### src/rtl/core/cca_pkg.sv
// ----------------------------------------------------------------------------
// cca_pkg: calendar clock advance package
// Field widths, range limits and the calendar helpers (leap year test and
// month length) shared by the calendar clock logic.
// ----------------------------------------------------------------------------
package cca_pkg;

  localparam int unsigned YEAR_W   = 16;
  localparam int unsigned MONTH_W  = 4;
  localparam int unsigned DAY_W    = 5;
  localparam int unsigned HOUR_W   = 5;
  localparam int unsigned MINUTE_W = 6;
  localparam int unsigned SECOND_W = 6;
  localparam int unsigned NANO_W   = 30;

  typedef logic signed [YEAR_W-1:0] year_t;
  typedef logic [MONTH_W-1:0]       month_t;
  typedef logic [DAY_W-1:0]         day_t;
  typedef logic [HOUR_W-1:0]        hour_t;
  typedef logic [MINUTE_W-1:0]      minute_t;
  typedef logic [SECOND_W-1:0]      second_t;
  typedef logic [NANO_W-1:0]        nano_t;

  typedef enum logic {
    CMD_SET     = 1'b0,
    CMD_ADVANCE = 1'b1
  } cmd_t;

  localparam year_t  YEAR_RESET = 16'sd2000;
  localparam month_t MONTH_TOP  = 4'd12;
  localparam hour_t  HOUR_TOP   = 5'd23;
  localparam minute_t MINUTE_TOP = 6'd59;
  localparam second_t SECOND_TOP = 6'd59;
  localparam nano_t  NANO_MAX   = 30'd999_999_999;
  localparam logic [NANO_W:0] NANO_PER_SEC = 31'd1_000_000_000;

  // Reciprocal of 25 scaled by 2^18, rounded up; exact for 14-bit operands
  localparam logic [13:0] RECIP_25 = 14'd10486;

  // Gregorian leap year, negative years included
  function automatic logic leap_year(input year_t y);
    logic [15:0] mag;
    logic [13:0] k;
    logic [27:0] prod;
    logic [8:0]  q;
    logic [13:0] q25;
    logic        div4;
    logic        div25;
    mag   = y[15] ? 16'(-y) : 16'(y);
    div4  = (mag[1:0] == 2'b00);
    k     = mag[15:2];
    prod  = 28'(k) * 28'(RECIP_25);
    q     = prod[26:18];
    q25   = 14'({q, 4'b0000}) + 14'({q, 3'b000}) + 14'(q);
    div25 = (q25 == k);
    return div4 && (!div25 || (k[1:0] == 2'b00));
  endfunction

  // Days in a month; codes outside 1..12 read as January
  function automatic day_t month_len(input month_t m, input logic leap);
    day_t len;
    unique case (m)
      4'd2:                      len = leap ? 5'd29 : 5'd28;
      4'd4, 4'd6, 4'd9, 4'd11:   len = 5'd30;
      default:                   len = 5'd31;
    endcase
    return len;
  endfunction

endpackage

### src/rtl/core/calendar_clock_advance.sv
// ----------------------------------------------------------------------------
// calendar_clock_advance: Gregorian calendar clock, nanosecond resolution
// Set or advance the held date and time by one beat and return it.
// ----------------------------------------------------------------------------
// A beat on the input channel either loads the whole date and time (set,
// every field clamped to its legal range, the day to the length of the
// chosen month) or adds hour, minute, second and nanosecond deltas (advance,
// each clamped too), with a single carry rippling up through second, minute,
// hour, day, month and the 16-bit wrapping year. Each input beat gives
// exactly one result beat carrying the date and time as they stand after it.
// Throughput is one beat per cycle while the result channel does not stall;
// a taken beat passes the input register, then the calendar registers. The
// clamps, the leap test of a set year and the set-day clamp sit in front of
// the input register, and the carry chain sits between the input register
// and the calendar registers. The calendar registers themselves drive the
// result ports, so they only move when the result stage is empty or its beat
// is being taken. Reset gives 1 January 2000, 00:00:00.000000000.
// ----------------------------------------------------------------------------
module calendar_clock_advance (
  input  logic                   clk,
  input  logic                   rst_n,
  // input channel
  input  logic                   in_valid,
  output logic                   in_stall,
  input  logic                   in_command,
  input  logic signed [15:0]     in_year_value,
  input  logic [7:0]             in_month_value,
  input  logic [7:0]             in_day_value,
  input  logic [7:0]             in_hour_value,
  input  logic [7:0]             in_minute_value,
  input  logic [7:0]             in_second_value,
  input  logic [31:0]            in_nano_value,
  // result channel
  output logic                   out_valid,
  input  logic                   out_stall,
  output cca_pkg::year_t         out_cur_year,
  output cca_pkg::month_t        out_cur_month,
  output cca_pkg::day_t          out_cur_day,
  output cca_pkg::hour_t         out_cur_hour,
  output cca_pkg::minute_t       out_cur_minute,
  output cca_pkg::second_t       out_cur_second,
  output cca_pkg::nano_t         out_cur_nano
);

  import cca_pkg::*;

  // --------------------------------------------------------------------------
  // Input stage: clamp on the way in
  // --------------------------------------------------------------------------
  logic    set_leap;
  month_t  set_month;
  day_t    set_len;
  day_t    set_day;
  hour_t   hv;
  minute_t mv;
  second_t sv;
  nano_t   nv;

  always_comb begin
    hv = (in_hour_value   > 8'(HOUR_TOP))   ? HOUR_TOP   : in_hour_value[HOUR_W-1:0];
    mv = (in_minute_value > 8'(MINUTE_TOP)) ? MINUTE_TOP : in_minute_value[MINUTE_W-1:0];
    sv = (in_second_value > 8'(SECOND_TOP)) ? SECOND_TOP : in_second_value[SECOND_W-1:0];
    nv = (in_nano_value   > 32'(NANO_MAX))  ? NANO_MAX   : in_nano_value[NANO_W-1:0];

    // Month and day only matter on set; zero clamps up to 1
    priority if (in_month_value == 8'd0) begin
      set_month = 4'd1;
    end else if (in_month_value > 8'(MONTH_TOP)) begin
      set_month = MONTH_TOP;
    end else begin
      set_month = in_month_value[MONTH_W-1:0];
    end

    set_leap = leap_year(in_year_value);
    set_len  = month_len(set_month, set_leap);

    priority if (in_day_value == 8'd0) begin
      set_day = 5'd1;
    end else if (in_day_value > 8'(set_len)) begin
      set_day = set_len;
    end else begin
      set_day = in_day_value[DAY_W-1:0];
    end
  end

  // Input register
  logic    in_vld_r;
  cmd_t    cmd_r;
  year_t   set_year_r;
  logic    set_leap_r;
  month_t  set_month_r;
  day_t    set_day_r;
  hour_t   hv_r;
  minute_t mv_r;
  second_t sv_r;
  nano_t   nv_r;

  logic out_vld_r;
  logic adv;

  // The result stage moves when it is empty or its beat is being taken
  assign adv      = !out_vld_r || !out_stall;
  assign in_stall = in_vld_r && !adv;

  always_ff @(posedge clk) begin
    if (!rst_n) begin
      in_vld_r <= 1'b0;
    end else if (!in_stall) begin
      in_vld_r <= in_valid;
    end
  end

  always_ff @(posedge clk) begin
    if (!in_stall && in_valid) begin
      cmd_r       <= cmd_t'(in_command);
      set_year_r  <= in_year_value;
      set_leap_r  <= set_leap;
      set_month_r <= set_month;
      set_day_r   <= set_day;
      hv_r        <= hv;
      mv_r        <= mv;
      sv_r        <= sv;
      nv_r        <= nv;
    end
  end

  // --------------------------------------------------------------------------
  // Calendar registers, which are also the result register
  // --------------------------------------------------------------------------
  year_t   year_r,   year_nxt;
  logic    leap_r,   leap_nxt;
  month_t  month_r,  month_nxt;
  day_t    day_r,    day_nxt;
  hour_t   hour_r,   hour_nxt;
  minute_t minute_r, minute_nxt;
  second_t second_r, second_nxt;
  nano_t   nano_r,   nano_nxt;

  logic [NANO_W:0]     nano_sum;
  logic [SECOND_W:0]   sec_sum;
  logic [MINUTE_W:0]   min_sum;
  logic [HOUR_W:0]     hour_sum;
  logic                c_sec, c_min, c_hour, c_day;
  year_t               year_inc;

  always_comb begin
    // Carry chain for advance: at most one unit into each field
    nano_sum = {1'b0, nano_r} + {1'b0, nv_r};
    c_sec    = (nano_sum > {1'b0, NANO_MAX});
    sec_sum  = {1'b0, second_r} + {1'b0, sv_r} + (SECOND_W+1)'(c_sec);
    c_min    = (sec_sum > {1'b0, SECOND_TOP});
    min_sum  = {1'b0, minute_r} + {1'b0, mv_r} + (MINUTE_W+1)'(c_min);
    c_hour   = (min_sum > {1'b0, MINUTE_TOP});
    hour_sum = {1'b0, hour_r} + {1'b0, hv_r} + (HOUR_W+1)'(c_hour);
    c_day    = (hour_sum > {1'b0, HOUR_TOP});
    year_inc = year_r + 16'sd1;

    year_nxt   = year_r;
    leap_nxt   = leap_r;
    month_nxt  = month_r;
    day_nxt    = day_r;
    hour_nxt   = hour_r;
    minute_nxt = minute_r;
    second_nxt = second_r;
    nano_nxt   = nano_r;

    unique case (cmd_r)
      CMD_SET: begin
        year_nxt   = set_year_r;
        leap_nxt   = set_leap_r;
        month_nxt  = set_month_r;
        day_nxt    = set_day_r;
        hour_nxt   = hv_r;
        minute_nxt = mv_r;
        second_nxt = sv_r;
        nano_nxt   = nv_r;
      end
      CMD_ADVANCE: begin
        nano_nxt   = c_sec  ? NANO_W'(nano_sum - NANO_PER_SEC) : nano_sum[NANO_W-1:0];
        second_nxt = c_min  ? SECOND_W'(sec_sum - 7'd60)       : sec_sum[SECOND_W-1:0];
        minute_nxt = c_hour ? MINUTE_W'(min_sum - 7'd60)       : min_sum[MINUTE_W-1:0];
        hour_nxt   = c_day  ? HOUR_W'(hour_sum - 6'd24)        : hour_sum[HOUR_W-1:0];
        if (c_day) begin
          // Day wraps to 1 past the month end, month wraps to 1 past December
          if (day_r >= month_len(month_r, leap_r)) begin
            day_nxt = 5'd1;
            if (month_r >= MONTH_TOP) begin
              month_nxt = 4'd1;
              year_nxt  = year_inc;
              leap_nxt  = leap_year(year_inc);
            end else begin
              month_nxt = month_r + 4'd1;
            end
          end else begin
            day_nxt = day_r + 5'd1;
          end
        end
      end
      default: begin
      end
    endcase
  end

  always_ff @(posedge clk) begin
    if (!rst_n) begin
      out_vld_r <= 1'b0;
      year_r    <= YEAR_RESET;
      leap_r    <= leap_year(YEAR_RESET);
      month_r   <= 4'd1;
      day_r     <= 5'd1;
      hour_r    <= '0;
      minute_r  <= '0;
      second_r  <= '0;
      nano_r    <= '0;
    end else if (adv) begin
      out_vld_r <= in_vld_r;
      // Hold the calendar unless a beat passes through
      if (in_vld_r) begin
        year_r   <= year_nxt;
        leap_r   <= leap_nxt;
        month_r  <= month_nxt;
        day_r    <= day_nxt;
        hour_r   <= hour_nxt;
        minute_r <= minute_nxt;
        second_r <= second_nxt;
        nano_r   <= nano_nxt;
      end
    end
  end

  assign out_valid      = out_vld_r;
  assign out_cur_year   = year_r;
  assign out_cur_month  = month_r;
  assign out_cur_day    = day_r;
  assign out_cur_hour   = hour_r;
  assign out_cur_minute = minute_r;
  assign out_cur_second = second_r;
  assign out_cur_nano   = nano_r;

endmodule

### config.mk
export PLATFORM = sky130hd
export DESIGN_NAME = calendar_clock_advance
export DESIGN_NICKNAME = d
export VERILOG_FILES = /design/src/rtl/core/cca_pkg.sv /design/src/rtl/core/calendar_clock_advance.sv
export SDC_FILE = /design/constraint.sdc
export NUM_CORES = 1
export LEC_CHECK = 0
export BUFFER_PORTS_ARGS = -buffer_cell sky130_fd_sc_hd__buf_2
export CAP_MARGIN = 10
export CORE_MARGIN = 10
export CORE_UTILIZATION = 45
export DETAILED_ROUTE_END_ITERATION = 16
export PLACE_DENSITY = 0.66
export SLEW_MARGIN = 10
export SYNTH_ARGS = -nofsm -noshare
export SYNTH_HDL_FRONTEND = slang
export SYNTH_SLANG_ARGS = --single-unit
### constraint.sdc
create_clock -name clk -period 11.85 [get_ports clk]
set_clock_uncertainty 0.1 [all_clocks]
set_input_delay 1.7775 -clock clk [delete_from_list [all_inputs] [get_ports clk]]
set_output_delay 1.7775 -clock clk [all_outputs]
set_load 0.01 [all_outputs]
## After elaboration in Yosys (flattened, before gate mapping)

Index checks and enable logic that the tools add are counted.

- Flip-flop bits (word level): 149
- Latch bits: 0
- Memory bits (writable): 0
- Memory bits (read-only): 0
- Bits of input ports: 93
- Output and inout port bits: 74
- Word-level logic and storage cells: 128
- Memories: 0

- Add/subtract/negate cells: 20
- Multipliers: 2
- Div/mod/pow operators: 0
- Order comparisons: 12
- Equality and inequality tests: 15
- Shift operators: 0
- Mux-type cells: 34
- Bitwise gates (word level): 1
- Reduce and logical (&&, ||, !) cells: 25

Operator list:

| kind | number |
|---|---|
| 16-bit two-way mux | 5 |
| 30-bit case mux with 2 select lines | 1 |
| 14-bit by 13-bit multiplier with 26-bit output, second input constant | 2 |
| 32-bit by 30-bit > comparator with 1-bit output, second input constant | 1 |
| 16-bit negation | 2 |
| 16-bit case mux with 2 select lines | 1 |
| 30-bit by 30-bit adder with 31-bit output | 1 |
| 31-bit by 30-bit > comparator with 1-bit output, second input constant | 1 |
| 30-bit two-way mux | 1 |
| 5-bit two-way mux | 6 |
| 30-bit subtractor, second input constant | 1 |
| 13-bit by 12-bit adder with 14-bit output | 2 |
| 14-bit by 9-bit adder with 14-bit output | 2 |
| 14-bit == test | 2 |
| 6-bit case mux with 2 select lines | 2 |
| 4-bit two-way mux | 5 |
| 5-bit case mux with 2 select lines | 2 |
| 16-bit by 2-bit adder with 16-bit output, second input constant | 1 |
| 4-bit by 3-bit == test with 1-bit output, second input constant | 4 |
| 4-bit == test, second input constant | 4 |
| 8-bit by 6-bit > comparator with 1-bit output, second input constant | 2 |
| 8-bit logical NOT | 2 |
| 6-bit by 6-bit adder with 7-bit output | 2 |
| 7-bit by 1-bit adder with 7-bit output | 2 |
| other kinds (30) | 55 |

## Logic depth before layout (Yosys ltp)

Gate-level depths: netlist (run 1).

- Depth after elaboration: 14
- Gate-level depth with buffers: 49
- Depth with buffers taken out: 47

## Least setup slack after synthesis (run 1)

Ideal clock, no wire load.

- Kind: in2reg
- Start: input port in_year_value[2]
- End: register set_day_r[0], data pin
- Library setup time: 259 ps
- Data arrival time: 11039 ps
- Required time: 11491 ps
- Setup slack: 452 ps
- Cell stages on the path: 44
- Buffers on the path: 0
- Cells stage by stage: nor4_4 nand4b_1 nand2b_1 nand2_1 xor2_1 inv_1 ha_1 fa_1 inv_1 fa_1 inv_1 fa_1 fa_1 ha_1 a21oi_1 nor2_1 nor2_1 nand2_1 (+8 left out) fa_1 inv_1 ha_1 a21o_1 a21oi_1 o21bai_1 a2111oi_0 nor3_1 o41ai_1 a21oi_1 nand4b_1 o21ai_1 nand2_1 ha_1 nand2_1 nand4_1 o21a_1 a211o_1

- Word-level cells in the longest chain between the ends: 13
- Elaborated cells between the ends (all ways): 14
- Those cells by class: 3 x add/sub; 1 x mul; 1 x order compare; 1 x eq/ne; 4 x mux; 4 x reduce/logical

RTL lines:

| what | RTL line | source |
|---|---|---|
| start: declaration | calendar_clock_advance.sv:26 | `input logic signed [15:0] in_year_value,` |
| 16-bit negation | cca_pkg.sv:49 | `mag = y[15] ? 16'(-y) : 16'(y);` |
| 16-bit two-way mux * | cca_pkg.sv:49 |  |
| 14-bit by 13-bit multiplier with 26-bit output | cca_pkg.sv:52 | `prod = 28'(k) * 28'(RECIP_25);` |
| 13-bit by 12-bit adder with 14-bit output | cca_pkg.sv:54 | `q25 = 14'({q, 4'b0000}) + 14'({q, 3'b000}) + 14'(q);` |
| 14-bit by 9-bit adder with 14-bit output | cca_pkg.sv:54 |  |
| 14-bit == test | cca_pkg.sv:55 | `div25 = (q25 == k);` |
| 1-bit logical NOT | cca_pkg.sv:56 | `return div4 && (!div25 \|\| (k[1:0] == 2'b00));` |
| 1-bit logical OR * | cca_pkg.sv:56 |  |
| 1-bit logical AND * | cca_pkg.sv:56 |  |
| 1-bit two-way mux * | cca_pkg.sv:63 | `4'd2: len = leap ? 5'd29 : 5'd28;` |
| 2-bit case mux with 2 select lines * | cca_pkg.sv:62 | `unique case (m)` |
| 8-bit by 5-bit > comparator with 1-bit output | calendar_clock_advance.sv:79 | `end else if (in_day_value > 8'(set_len)) begin` |
| 5-bit two-way mux * | calendar_clock_advance.sv:79 |  |
| end signal: assignment | calendar_clock_advance.sv:119 | `set_day_r <= set_day;` |
| end: declaration | calendar_clock_advance.sv:92 | `day_t set_day_r;` |

Mark *: on every way between the ends. The rest lies on a longest branch, timed or not.
A chain may end at the register's enable or synchronous reset.

## Final worst setup path (run 1)

- Start: input port in_year_value[1]
- End: register set_day_r[0], data pin

- Word-level cells in the longest chain between the ends: 13
- Elaborated cells between the ends (all ways): 15
- Those cells by class: 3 x add/sub; 1 x mul; 1 x order compare; 1 x eq/ne; 4 x mux; 5 x reduce/logical

RTL lines:

| what | RTL line |
|---|---|
| 16-bit negation | cca_pkg.sv:49 |
| 16-bit two-way mux * | cca_pkg.sv:49 |
| 14-bit by 13-bit multiplier with 26-bit output | cca_pkg.sv:52 |
| 13-bit by 12-bit adder with 14-bit output | cca_pkg.sv:54 |
| 14-bit by 9-bit adder with 14-bit output | cca_pkg.sv:54 |
| 14-bit == test | cca_pkg.sv:55 |
| 1-bit logical NOT | cca_pkg.sv:56 |
| 1-bit logical OR | cca_pkg.sv:56 |
| 1-bit logical AND * | cca_pkg.sv:56 |
| 1-bit two-way mux * | cca_pkg.sv:63 |
| 2-bit case mux with 2 select lines * | cca_pkg.sv:62 |
| 8-bit by 5-bit > comparator with 1-bit output | calendar_clock_advance.sv:79 |
| 5-bit two-way mux * | calendar_clock_advance.sv:79 |

Marks and branches as above.

==> results of run 1 <==
## area by class of cell
| cell class | count | area (um2) | share of cell area |
|---|---|---|---|
| timing repair buffer | 236 | 1360 | 0.0646 |
| tap | 532 | 666 | 0.0316 |
| inverter | 286 | 1070 | 0.0510 |
| sequential | 149 | 3720 | 0.177 |
| multi-input combinational | 1555 | 13700 | 0.650 |
| clock inverter | 11 | 103 | 0.00488 |
| clock buffer | 21 | 440 | 0.0209 |
## repair_timing
item	in CTS	in global routing
setup buffers	0	0
setup endpoints to repair	0	4
gates resized for setup	0	35
## placed cells by master, fill, tap and decap left out, types with 33 or more instances in the layout
master / synthesis / final
dfxtp_1: 75 / 75
nor3_1: 36 / 34
nand3_1: 49 / 49
fa_1: 143 / 143
a21oi_1: 125 / 120
inv_1: 284 / 282
nand2_1: 108 / 107
edfxtp_1: 74 / 74
or2_2: 33 / 33
nor2_1: 109 / 109
buf_4: 1 / 69
a211oi_1: 37 / 36
and3_1: 40 / 40
buf_2: 7 / 166
xor2_1: 40 / 38
ha_1: 276 / 276
xnor2_1: 105 / 103
o21ai_0: 68 / 65
## sequential cells by signal (all words and copies together) (netlist names), 4 cells and up
name,flops
nv_r,30
out_cur_nano,30
out_cur_year,16
set_year_r,16
mv_r,6
out_cur_minute,6
out_cur_second,6
sv_r,6
hv_r,5
out_cur_day,5
out_cur_hour,5
set_day_r,5
out_cur_month,4
set_month_r,4
## metrics by stage
stage                util  TNS [ns]  power (mW)  hold WS (ns)
finish              0.515         0        6.64         0.387
global route        0.515   -0.0774        7.34         0.402
CTS                 0.512         0        6.46         0.389
detailed placement  0.498    -0.575        5.89         0.380
global placement    0.498    -0.117        5.72         0.359
floorplan               -         0        4.59         0.364
## routing by layer
| layer | global-route usage | up-vias | wire length, um |
|---|---|---|---|
| met2 | 0.338 | 317 | 24500 |
| met3 | 0.0264 | 58 | 2170 |
| li1 | - | 7569 | - |
| met5 | 0 | - | 0 |
| met1 | 0.255 | 7609 | 22400 |
| met4 | 0.0658 | 0 | 1150 |
## final timing paths
kind	startpoint	end	slack, ns	cells after the start
max	in_year_value[1]	set_day_r[0]	0.43	47
min	out_cur_year[15]	out_cur_year[15]	0.39	2
max reg2reg	nv_r[0]	leap_r	0.70	41
min reg2reg	out_cur_year[15]	out_cur_year[15]	0.39	2
## worst register-to-register path, delay by kind of cell, from the launching register on
| kind | cells | cell delay (ns) |
|---|---|---|
| flops | 1 | 0.36 |
| fa+ha+maj | 10 | 3.61 |
| buf+inv | 5 | 0.66 |
| compound gates | 15 | 3.58 |
| simple gates | 7 | 1.36 |
| xor+xnor | 4 | 1.38 |
## cells by family after synthesis
logic type / after synthesis / synth area share
xor+xnor: 146 / 0.0695
simple gates: 526 / 0.148
mux: 16 / 0.00889
buf+inv: 347 / 0.0720
compound gates: 448 / 0.161
fa+ha+maj: 419 / 0.340
flops: 149 / 0.200
## power by group through the flow
stage | Sequential, mW | Clock (mW) | Combinational (mW)
CTS | 0.602 | 0.535 | 5.32
detailed placement | 0.613 | 0 | 5.28
global route | 0.606 | 0.554 | 6.18
finish | 0.602 | 0.525 | 5.52
global placement | 0.612 | 0 | 5.11
floorplan | 0.614 | 0 | 3.98
==> summary.txt, run 1 <==
Synth
  • Ranking of synthesized cells by instance count: inv_1, ha_1, fa_1
  • Sequential area share after synthesis: 0.200
  • Synth cell types: 91
  • Largest area contributor in the netlist: ha_1
  • Count leader, synth: inv_1
  • Main flop type after synthesis: dfxtp_1
  • Post-synth ARST share: 0
  • Number of synthesized flops with an enable pin: 74
  • Synthesized instance count: 2051
  • Area fraction of the dominant cell type after synthesis: 0.186
  • Synth Register Bits: 149
  • Top cells by area, synth: ha_1, fa_1, edfxtp_1
  • Warnings from Yosys: 0
  • Post-Syn Area per Cell: 9.06 um2
  • Post-Synthesis Cell Area: 18600 um2
  • Net Count, Synth: 2563

Drt
  • Remaining DRCs: 0
  • Drt first pass iters: 5
  • Vias per inst: 5.57
  • Total Wirelength: 50.2 mm
  • Wire per inst: 18.0 um
  • Detailed Route Iter0 Violations: 842
  • Vias: 15553
  • Post-DRT Antenna Nets: 0

CTS
  • CTS HTree Levels: 4
  • Clock buffer depth: 2
  • Clk_lat worst skew: 0.45 ns
  • CTS tree: built
  • Clock slew seen by the registers of the worst setup and hold paths: 0.06 ns
  • Cts bufs inserted: 17
  • Hold_buf cts: 0
  • Root buffer cell: clkbuf_16
  • Sink Count: 149

Setup path
  • Max incr delay on CP: 0.61 ns
  • CP Data Required Time: 11.95 ns
  • Critical path class: in -> reg
  • CP max-delay cell: fa_1
  • Sum of buffers and inverters on the critical path: 9
  • Worst path top cell family by delay: adder cells
  • WP data arrival: 11.53 ns
  • Worst-path maximum fanout: 3
  • CP Launch Type: primary input
  • Crit path capture type: flop

GRT
  • Overall routing resource usage: 0.199
  • Initial antenna violation count: 0
  • Grt ovf: 0
  • First-pass GRT wire length: 81.6 mm
  • Pin count of the biggest net entering global routing: 61
  • Vias in the first global route: 15822

Die
  • Starting Density: 0.455
  • Die width: 223 um
  • Rows: 74
  • Core Area: 40800 um2
  • Die H: 223 um
  • Ports: 167
  • Die ar.: 49800 um2

Finish
  • # fillers: 3709
  • Layout cells sized above 1: 0.159
  • Final std cells w/o fill: 2790
  • Final net count: 2757
  • Ant diodes: 0
  • Layout area overhead: 13.2%
  • Final Instance Area: 21000 um2

Placement
  • GPL Wtd Cong: 0.921
  • DP Area: 20400 um2
  • Worst slack at placement: -0.302 ns
  • DP HPWL: 40.6 mm
  • Placed cells: 2758
  • Count of input and output buffers: 166

Power
  • Pwr per Cell Area: 316 nW/um2
  • Internal: 3.48 mW
  • Seq pwr share: 0.091
  • P_sw: 3.17 mW
  • Switching Fraction: 0.477
  • Combinational share of power: 0.830
  • Peak supply drop: 0.632 mV
  • Leakage: 9.89 nW
  • Clock network power share: 0.079

STA
  • Final WS setup: 0.426 ns
  • Minimum clock period: 11.42 ns
  • Period utilisation layout: 0.964
  • RSZ-0062 raised after global routing: true
  • Endpoints failing setup: 0
  • Rel. slew slack: 0.212
  • Worst-Margin Slew: 1.18 ns
  • Max Fclk: 87.5 MHz
  • Hold Fails Final Rpt: 0
  • Max Transition Viols Final: 0

Job
  • MaxCap Viol Count: 0

Run status
  • Status: finished, final reports clean

Worst hold path
  • Worst min path class: reg -> reg
No activity file was read; power rests on OpenSTA's default activity.
==> run 2, diff against run 1 <==
PLACE_DENSITY = 0.74   (was 0.66)
==> summary.txt, run 2 (synthesized netlist as in run 1, its figures left out) <==
Placement
  • Placed cells: 2778 (+0.73%)
  • GPL Wtd Cong: 0.929 (+0.95%)
  • DP HPWL: 40.8 mm (+0.30%)
  • Worst slack at placement: -0.423 ns (-0.121 ns)
  • Count of input and output buffers: 166 (unchanged)

STA
  • Hold Fails Final Rpt: 0 (unchanged)
  • Max Fclk: 88.2 MHz (+0.72%)
  • Max Transition Viols Final: 0 (unchanged)
  • Endpoints failing setup: 0 (unchanged)
  • Period utilisation layout: 0.957 (-0.00687)
  • Worst hold margin: 0.370 ns (-0.0174 ns)
  • Rel. slew slack: 0.225 (+0.0130)
  • Worst-Margin Slew: 1.13 ns (-0.0471 ns)
  • Minimum clock period: 11.34 ns (-0.0814 ns)
  • Final WS setup: 0.507 ns (+0.0814 ns)

GRT
  • First-pass GRT wire length: 82.5 mm (+1.0%)
  • Initial antenna violation count: 4 (+4)
  • Grt ovf: 0 (unchanged)
  • Pin count of the biggest net entering global routing: 85 (+39%)
  • Vias in the first global route: 16505 (+4.3%)
  • Overall routing resource usage: 0.200 (+0.00106)

Drt
  • Detailed Route Iter0 Violations: 829 (-1.5%)
  • Vias: 15915 (+2.3%)
  • Remaining DRCs: 0 (unchanged)
  • Post-DRT Antenna Nets: 0 (unchanged)
  • Drt first pass iters: 5 (unchanged)
  • Total Wirelength: 51.0 mm (+1.7%)
  • Vias per inst: 5.64 (+1.2%)
  • Wire per inst: 18.1 um (+0.61%)

CTS
  • Clock buffer depth: 2 (unchanged)
  • Sink Count: 149 (unchanged)
  • Clk_lat worst skew: 0.45 ns (about the same)
  • Root buffer cell: clkbuf_16
  • CTS HTree Levels: 4 (unchanged)
  • Clock slew seen by the registers of the worst setup and hold paths: 0.07 ns (about the same)
  • Cts bufs inserted: 17 (unchanged)
  • CTS tree: built

Power
  • Peak supply drop: 0.523 mV (-17%)
  • Pwr per Cell Area: 331 nW/um2 (+4.9%)
  • Leakage: 10.1 nW (+1.9%)
  • P_sw: 3.36 mW (+5.9%)
  • Combinational share of power: 0.839 (+0.009)
  • Seq pwr share: 0.085 (-0.006)
  • Clock network power share: 0.076 (-0.003)
  • Internal: 3.73 mW (+7.3%)
  • Switching Fraction: 0.474 (-0.00339)

Die
  • Rows: 74 (unchanged)
  • Starting Density: 0.455 (unchanged)
  • Ports: 167 (unchanged)
  • Die width: 223 um (unchanged)
  • Die H: 223 um (unchanged)
  • Die ar.: 49800 um2 (unchanged)
  • Core Area: 40800 um2 (unchanged)

Run status
  • Status: finished, final reports clean

Finish
  • Util after Layout: 0.524 (+0.00870)
  • Leading cell type in the layout, fill and taps excluded: inv_1
  • Final std cells w/o fill: 2820 (+1.1%)
  • FF+latch area: 3720 um2 (unchanged)
  • Commonest cells after routing, fill and taps aside: inv_1, ha_1, buf_2
  • Ant diodes: 0 (unchanged)
  • Multi-input gate area: 13800 um2 (+0.76%)
  • Layout cells sized above 1: 0.178 (+0.0198)
  • Final net count: 2787 (+1.1%)
  • # fillers: 3625 (-2.3%)
  • Layout area overhead: 15.1%

Setup path
  • WP data arrival: 11.45 ns (-0.08 ns)
  • Worst-path maximum fanout: 5 (+2)
  • CP Data Required Time: 11.96 ns (about the same)
  • Crit path capture type: flop
  • CP most frequent cell: fa_1
  • CP max-delay cell: fa_1
  • RR Startpoint: nv_r[8]
  • Worst path top cell family by delay: adder cells
  • CP Launch Type: primary input
  • Sum of buffers and inverters on the critical path: 11 (+2)
  • R2R Setup Slk: 0.73 ns (+0.03 ns)
  • Critical path class: in -> reg
  • Crit path from: in_year_value[3]
  • Max incr delay on CP: 0.55 ns (-0.06 ns)

Worst hold path
  • Hold_sp: out_cur_hour[3]
  • Worst min path class: reg -> reg

Job
  • MaxCap Viol Count: 0 (unchanged)
run 2: per-layer routing:
layer / routed length, um / track usage
met5: 57 / 0
met4: 1920 / 0.0820
met3: 2750 / 0.0378
met2: 24900 / 0.344
met1: 21400 / 0.240
run 2: timing repair:
action,in CTS,in global routing
endpoints found under the setup margin,0,3
endpoints found under the hold margin,0,0
buffers inserted,0,10
hold buffers,0,0
gates resized for setup,0,55
run 2: through the flow:
stage	TNS (ns)	total power, mW	cell area, um2
finish	0	7.09	21400
detailed placement	-0.833	6.17	20500
global placement	-0.363	5.94	20500
CTS	0	6.77	21100
floorplan	0	4.59	18600
global route	-0.202	7.81	21400
run 2: layout make-up:
cell class              count  share of cell area
clock buffers              18              0.0205
clock inverters            14             0.00608
inverters                 286              0.0502
multi-input cells        1555               0.644
flip-flops and latches    149               0.174
well taps                 532              0.0311
repair buffers            266              0.0741
run 2: path summary, 6_finish.rpt:
check                          to  cells past startpoint
setup / recovery     set_day_r[0]                     46
hold / removal    out_cur_hour[3]                      2
setup reg to reg           leap_r                     38
hold reg to reg   out_cur_hour[3]                      2
run 2: power groups by stage:
stage               clock [mW]  sequential (mW)  combinational [mW]
finish                   0.538            0.604                5.94
global route             0.569            0.607                6.64
CTS                      0.547            0.603                5.62
detailed placement           0            0.615                5.55
global placement             0            0.613                5.33
floorplan                    0            0.614                3.98
run 2: worst register-to-register path: cells and delay by family (launching register included):
| kind | cells | cell delay [ns] |
|---|---|---|
| buf+inv | 3 | 0.39 |
| simple gates | 7 | 1.31 |
| fa+ha+maj | 9 | 3.42 |
| flops | 1 | 0.43 |
| xor+xnor | 3 | 0.89 |
| compound gates | 16 | 4.45 |
